**src/hw/rtl/mle3d_pkg.sv**
```systemverilog
// ----------------------------------------------------------------------------
// mle3d_pkg
// Shared types and constants for the masked Laplacian energy unit: payload
// words, register indexes, axis codes and the controller/datapath interface.
// ----------------------------------------------------------------------------
package mle3d_pkg;

   localparam int SAMPLE_W = 16;
   localparam int ENTRY_W  = SAMPLE_W + 1;
   localparam int DIFF_W   = 19;
   localparam int SQ_W     = 35;
   localparam int SUM_W    = 60;
   localparam int MEAN_W   = 36;
   localparam int CSR_W    = 9;
   localparam int CSR_IW   = 2;
   localparam int STEP_W   = $clog2(SUM_W);

   // register indexes
   localparam logic [CSR_IW-1:0] REG_SIZE_X = 2'd0;
   localparam logic [CSR_IW-1:0] REG_SIZE_Y = 2'd1;
   localparam logic [CSR_IW-1:0] REG_SIZE_Z = 2'd2;

   // axis codes, AXIS_END closes the per-voxel axis walk
   localparam logic [1:0] AXIS_X   = 2'd0;
   localparam logic [1:0] AXIS_Y   = 2'd1;
   localparam logic [1:0] AXIS_Z   = 2'd2;
   localparam logic [1:0] AXIS_END = 2'd3;

   typedef struct packed {
      logic signed [SAMPLE_W-1:0] sample;
      logic                       known;
   } req_type;

   typedef struct packed {
      logic [SUM_W-1:0]  energy_sum;
      logic [MEAN_W-1:0] energy_mean;
   } rsp_type;

   typedef struct packed {
      logic       accept;
      logic [1:0] axis;
      logic       lo;
      logic       take_c;
      logic       take_l;
      logic       diff;
      logic       square;
      logic       add;
      logic       write;
      logic       advance;
      logic       cnt1;
      logic       cnt2;
      logic       div_start;
      logic       div_step;
      logic       out_load;
   } cmd_type;

   typedef struct packed {
      logic [2:0] axis_ok;
      logic       last;
      logic       div_done;
      logic       out_free;
   } sts_type;

endpackage

```
**src/hw/rtl/mle3d_ctrl.sv**
```systemverilog
// ----------------------------------------------------------------------------
// mle3d_ctrl
// Sequencer for the energy unit: walks the three axes of each voxel, writes
// the voxel to the plane store, and at the end of a volume runs the count
// and the divider before loading the result word.
// ----------------------------------------------------------------------------
module mle3d_ctrl
   import mle3d_pkg::*;
(
   input  logic    clock,
   input  logic    reset,
   input  logic    req_valid,
   output logic    req_stall,
   input  sts_type sts,
   output cmd_type cmd
);

   typedef enum logic [14:0] {
      ST_IDLE    = 15'b000000000000001,
      ST_NEXT    = 15'b000000000000010,
      ST_RD_C    = 15'b000000000000100,
      ST_RD_L    = 15'b000000000001000,
      ST_TAKE_L  = 15'b000000000010000,
      ST_DIFF    = 15'b000000000100000,
      ST_SQUARE  = 15'b000000001000000,
      ST_ADD     = 15'b000000010000000,
      ST_WRITE   = 15'b000000100000000,
      ST_ADVANCE = 15'b000001000000000,
      ST_COUNT1  = 15'b000010000000000,
      ST_COUNT2  = 15'b000100000000000,
      ST_DIVINIT = 15'b001000000000000,
      ST_DIV     = 15'b010000000000000,
      ST_OUT     = 15'b100000000000000
   } state_type;

   state_type  state_ff, state_in;
   logic [1:0] axis_ff, axis_in;
   logic       axis_ok;

   // pick the interior flag of the current axis
   always_comb begin
      case (axis_ff)
         AXIS_X:  axis_ok = sts.axis_ok[0];
         AXIS_Y:  axis_ok = sts.axis_ok[1];
         AXIS_Z:  axis_ok = sts.axis_ok[2];
         default: axis_ok = 1'b0;
      endcase
   end

   // next state and commands
   always_comb begin
      state_in = state_ff;
      axis_in  = axis_ff;
      cmd      = '0;
      cmd.axis = axis_ff;
      case (state_ff)
         ST_IDLE: begin
            if (req_valid) begin
               cmd.accept = 1'b1;
               axis_in    = AXIS_X;
               state_in   = ST_NEXT;
            end
         end
         ST_NEXT: begin
            if (axis_ff == AXIS_END) begin
               state_in = ST_WRITE;
            end else if (axis_ok) begin
               state_in = ST_RD_C;
            end else begin
               axis_in = axis_ff + 2'd1;
            end
         end
         ST_RD_C: begin
            state_in = ST_RD_L;
         end
         ST_RD_L: begin
            cmd.lo     = 1'b1;
            cmd.take_c = 1'b1;
            state_in   = ST_TAKE_L;
         end
         ST_TAKE_L: begin
            cmd.take_l = 1'b1;
            state_in   = ST_DIFF;
         end
         ST_DIFF: begin
            cmd.diff = 1'b1;
            state_in = ST_SQUARE;
         end
         ST_SQUARE: begin
            cmd.square = 1'b1;
            state_in   = ST_ADD;
         end
         ST_ADD: begin
            cmd.add  = 1'b1;
            axis_in  = axis_ff + 2'd1;
            state_in = ST_NEXT;
         end
         ST_WRITE: begin
            cmd.write = 1'b1;
            state_in  = ST_ADVANCE;
         end
         ST_ADVANCE: begin
            cmd.advance = 1'b1;
            state_in    = sts.last ? ST_COUNT1 : ST_IDLE;
         end
         ST_COUNT1: begin
            cmd.cnt1 = 1'b1;
            state_in = ST_COUNT2;
         end
         ST_COUNT2: begin
            cmd.cnt2 = 1'b1;
            state_in = ST_DIVINIT;
         end
         ST_DIVINIT: begin
            cmd.div_start = 1'b1;
            state_in      = ST_DIV;
         end
         ST_DIV: begin
            cmd.div_step = 1'b1;
            if (sts.div_done) begin
               state_in = ST_OUT;
            end
         end
         ST_OUT: begin
            if (sts.out_free) begin
               cmd.out_load = 1'b1;
               state_in     = ST_IDLE;
            end
         end
         default: begin
            state_in = ST_IDLE;
         end
      endcase
   end

   // hold state
   always_ff @(posedge clock) begin
      if (reset) begin
         state_ff <= ST_IDLE;
         axis_ff  <= AXIS_X;
      end else begin
         state_ff <= state_in;
         axis_ff  <= axis_in;
      end
   end

   assign req_stall = (state_ff != ST_IDLE);

endmodule

```
**config.mk**
```make
export PLATFORM = sky130hd
export DESIGN_NAME = mle3d_ctrl
export DESIGN_NICKNAME = d
export VERILOG_FILES = /design/src/hw/rtl/mle3d_pkg.sv /design/src/hw/rtl/mle3d_ctrl.sv
export SDC_FILE = /design/constraint.sdc
export NUM_CORES = 1
export LEC_CHECK = 0
export BUFFER_PORTS_ARGS = -buffer_cell sky130_fd_sc_hd__buf_2
export CELL_PAD_IN_SITES_DETAIL_PLACEMENT = 2
export CELL_PAD_IN_SITES_GLOBAL_PLACEMENT = 2
export CORE_ASPECT_RATIO = 1.25
export CORE_MARGIN = 2
export CORE_UTILIZATION = 32
export DETAILED_ROUTE_END_ITERATION = 10
export GPL_TIMING_DRIVEN = 0
export PLACE_DENSITY = 0.79
export SETUP_SLACK_MARGIN = 0.5
export SLEW_MARGIN = 25
export SYNTH_ARGS = -nofsm -noshare
export SYNTH_HDL_FRONTEND = slang
export SYNTH_SLANG_ARGS = --single-unit
```
**constraint.sdc**
```tcl
create_clock -name clock -period 2.13 [get_ports clock]
set_clock_uncertainty 0.05 [all_clocks]
set_input_delay 0.426 -clock clock [delete_from_list [all_inputs] [get_ports clock]]
set_output_delay 0.426 -clock clock [all_outputs]
set_load 0.005 [all_outputs]
```
==> qor.yml, run 1 <==
cts-buffers-inserted: 3
crit_endpoint: "cmd[0]"
synth.net_count: 152
yosysTopAreaCell: "dfxtp_1"
place_hpwl_um: 2980
yosysTopAreaCellShare_pct: 27.3
cts.sinks: 17
synth_area_um2: 1240
grt_max_degree: 11
ctsHoldBuffers: 0
cts_root_buffer: "clkbuf_8"
syn_inst: 139
synth.area.top_cells: "dfxtp_1 27%, ha_1 4.0%, nor2_1 3.6%"
synth_edf_count: 0
avgSynthCellArea_um2: 8.96
seq_area_frac_synth_pct: 27.3
htree_num_levels: 1
ys.flop_type: "dfxtp_1"
ys_warn_count: 0
lastStage: "5_1_grt"
antenna_found_initial: 0
ios: 26
ys_ff_latch: 17
die_y_um: 73.7
tool.error: "[ERROR DPL-0033] detailed placement checks failed during check placement."
async_reset_ff_share_pct: 0
gp_congestion: 0.799
ys_types: 49
die_x_um: 59.8
rows: 25
placement.io_buffers: 24
initial_core_util_pct: 33.2
status: "aborted with a tool error"
clockBufferDepth: 2
worst-ep-kind: "output port"
[synthesized netlist by cell type (2+ instances only)]
master / instances
dfxtp_1: 17
inv_1: 8
mux2i_1: 2
or3b_1: 2
clkbuf_8: 3
nor3b_1: 4
a21oi_1: 2
nor2_1: 12
nor3_1: 8
buf_4: 3
and3_1: 4
xnor2_1: 3
o21ai_0: 3
nor4_1: 6
nand3_1: 2
nor4bb_1: 2
a31oi_1: 2
ha_1: 4
or4b_2: 2
nand2b_1: 6
nor4_2: 2
nor4b_2: 2
nor4b_1: 4
nand4_1: 5
or4_4: 2
nand2_1: 6
[metrics by stage]
stage                     setup slack (ns)  area, um^2  instances  hold WS, ns  TNS [ns]
after global placement              -0.116        1460        203        0.470    -0.314
after detailed placement            -0.218        1460        203        0.482    -0.780
after floorplan                      0.148        1290        139        0.458         0
after CTS                           -0.204        1970        238        0.359     -1.66
[what timing repair did]
item,4_1_cts
gates resized for setup,50
setup endpoints to repair,32
setup buffers,31
pin swaps,18
[cells by family after synthesis]
logic type                 Yosys count  synth area share, %
AOI/OAI and AO/OA                   19                 11.6
DFF                                 17                 27.3
adders and majority gates            4                 4.02
xor gates and xnor gates             4                 2.81
buffers and inverters               16                 8.84
muxes                                2                 1.61
and+or+nand+nor                     77                 43.8
==> run 2, diff against run 1 <==
- CELL_PAD_IN_SITES_DETAIL_PLACEMENT: 2 -> default
- CELL_PAD_IN_SITES_GLOBAL_PLACEMENT: 2 -> default
- CORE_AREA: default -> 2 2 63 65
- CORE_ASPECT_RATIO: 1.25 -> default
- CORE_MARGIN: 2 -> default
- CORE_UTILIZATION: 32 -> default
- DIE_AREA: default -> 0 0 65 67
- PLACE_DENSITY: 0.79 -> default
- PLACE_DENSITY_LB_ADDON: default -> 0.15
- SETUP_SLACK_MARGIN: 0.5 -> default
==> qor.yml, run 2 <==
grt_pass1_vias: 1266
cts-buffers-inserted: 3
rows: 22
final_common_cell: "buf_4"
tightest_slew_ns: 0.385
post-place-ws_ns: -0.181
worst_ep_arrival_time_ns: 1.86
critPathTopFamily: "simple AND/OR/NAND/NOR gates"
seq_area_frac_synth_pct: 27.3
rsz0062_at_grt: "true"
cp-end-kind: "primary output"
p_total_mw: 0.995
synthTopCellsByCount: "17 x dfxtp_1, 12 x nor2_1, 8 x inv_1, 8 x nor3_1"
fin_tns_setup_ns: -1.04
dp_cells: 211
gp_congestion: 0.866
yosysTopAreaCell: "dfxtp_1"
synth.net_count: 152
synth_edf_count: 0
clockPowerShare_pct: 25.6
worstHoldStart: "reset"
cts_tree: "yes"
placement.io_buffers: 24
yosysTopAreaCellShare_pct: 27.3
cts_root_buffer: "clkbuf_8"
r2r_start: "state_ff[9]$_SDFFE_PP0P_"
ys_warn_count: 0
num_vias: 1335
async_reset_ff_share_pct: 0
vdd_ir_drop_max_mv: 0.322
wl_per_cell_um: 16.1
status: "finished with violations"
grt-ovfl-total: 0
reg_top3: "state_ff: 15 flops, axis_ff: 2 flops"
drtIter0Drc: 83
place_hpwl_um: 2260
p_int_mw: 0.654
max_stage_delay_ns: 0.57
critPathBufInv: 1
area_growth_pct: 54.5
insertion_delay_ns: 0.26
drv_cap: 0
drc: 0
ys.flop_type: "dfxtp_1"
p_leak_nw: 0.811
regMostFlops: "state_ff"
ys_types: 49
grt_max_degree: 11
reg2reg_slack_ns: 0
syn_inst: 139
cp_data_required_time_ns: 1.65
path_class: "flip-flop to primary output"
die-area_um2: 4360
num_antenna_cells: 0
min_period_over_period_pct: 110
die_y_um: 67
period_needed_ns: 2.34
fmax_ghz: 0.428
crit_slowest_cell: "or4_4"
cts.sinks: 17
routed_wl_um: 3950
ios: 26
seq_power_share_pct: 35.2
hold_viol: 0
ys_ff_latch: 17
nNetsFinal: 211
drtAntennaViolNets: 0
avgSynthCellArea_um2: 8.96
drive_above_1_share_pct: 58.4
synth_most_common_cell: "dfxtp_1"
switchingPower_mw: 0.341
whs_path_depth: 2
synth_area_um2: 1240
crit_path_max_fanout: 6
clkTransAtPathRegs_ns: 0.07
r2r_cells: 9
fin_ws_ns: -0.207
final_cell_mix: "32 x buf_4, 23 x buf_2, 8 x nor2_1, 8 x inv_1, 7 x dfxtp_2"
min_path_type: "input port to flip-flop"
instances_no_fill: 245
crit_chain: "or4_4 -> nor4b_4 -> and4b_2 -> buf_2"
p_per_area_nw_per_um2: 517
first_pass_iters: 4
hold-path-endpoint: "state_ff[14]$_SDFFE_PP0P_"
critPathLaunchType: "flip-flop"
violations: "negative setup slack"
ctsHoldBuffers: 0
combPwrFrac_pct: 39.2
die_x_um: 65
finalSetupViolations: 12
grt_usage_pct: 16.3
grt_pass1_wl_um: 5580
largest_reg_flops: 15
core_um2: 3610
synth.area.top_cells: "dfxtp_1 27%, ha_1 4.0%, nor2_1 3.6%"
slew_violations: 0
htree_num_levels: 1
r2r-end: "state_ff[1]$_SDFFE_PP0P_"
antenna_found_initial: 0
clockBufferDepth: 2
via_per_inst: 5.45
max_slew_margin_pct: 74.0
initial_core_util_pct: 34.5
sw_frac_of_total_pct: 34.3
## run 2: cells by family after synthesis
family / count (synthesis) / share of synthesized area, %
AOI/OAI and AO/OA: 19 / 11.6
xor gates and xnor gates: 4 / 2.81
adders and majority gates: 4 / 4.02
buffers and inverters: 16 / 8.84
DFF: 17 / 27.3
muxes: 2 / 1.61
and+or+nand+nor: 77 / 43.8
## run 2: power groups by stage
stage	logic [mW]	registers (mW)	clock network, mW
final	0.391	0.350	0.255
after global routing	0.415	0.350	0.278
after CTS	0.309	0.351	0.255
after detailed placement	0.233	0.356	0
after global placement	0.233	0.356	0
after floorplan	0.179	0.350	0
## run 2: metal layers
layer	wire length (um)	GRT usage, %	vias to the layer above
met5	0	0	-
met1	1720	19.8	659
met2	2050	28.4	25
met3	148	4.39	7
met4	32	4.52	0
li1	-	-	644
## run 2: worst reg2reg max path: cells and delay by family (launching register included)
family / cells / cell delay [ns]
buffers and inverters: 4 / 0.62
AND/OR/NAND/NOR: 3 / 0.60
AO/OA/AOI/OAI: 2 / 0.41
flip-flops: 1 / 0.36
## run 2: worst max-delay path by stage
stage,start,end,slack [ns],depth (start not counted)
3_3_place_gp,state_ff[8]$_SDFFE_PP0P_,state_ff[14]$_SDFFE_PP0P_,-0.22,5
4_1_cts,state_ff[3]$_SDFFE_PP0P_,cmd[0],-0.19,5
2_1_floorplan,state_ff[8]$_SDFFE_PP0P_,cmd[12],0.07,5
3_5_place_dp,state_ff[8]$_SDFFE_PP0P_,cmd[12],-0.18,6
5_1_grt,state_ff[9]$_SDFFE_PP0P_,cmd[0],-0.28,4
6_report,state_ff[9]$_SDFFE_PP0P_,cmd[0],-0.21,4
## run 2: cell type report
type / instances / area (um^2)
buffer: 6 / 61.3
multi-input combinational: 106 / 977
fill: 342 / 1680
sequential: 17 / 372
inverter: 8 / 30.0
clock buffer: 4 / 45.0
tap: 48 / 60.1
timing repair buffer: 56 / 378
## run 2: repair_timing
item / in CTS / in global routing
setup buffers: 16 / 17
pin swaps: 9 / 16
setup endpoints to repair: 28 / 27
resized for setup: 27 / 33
## run 2: per-stage QoR
stage               hold slack (ns)  area, um^2  utilization [%]
CTS                           0.356        1690             46.8
finish                        0.344        1920             53.3
global placement              0.464        1430             39.5
global route                  0.358        1920             53.3
floorplan                     0.458        1240                -
detailed placement            0.481        1430             39.5
Power figures use the tool's default switching activity.
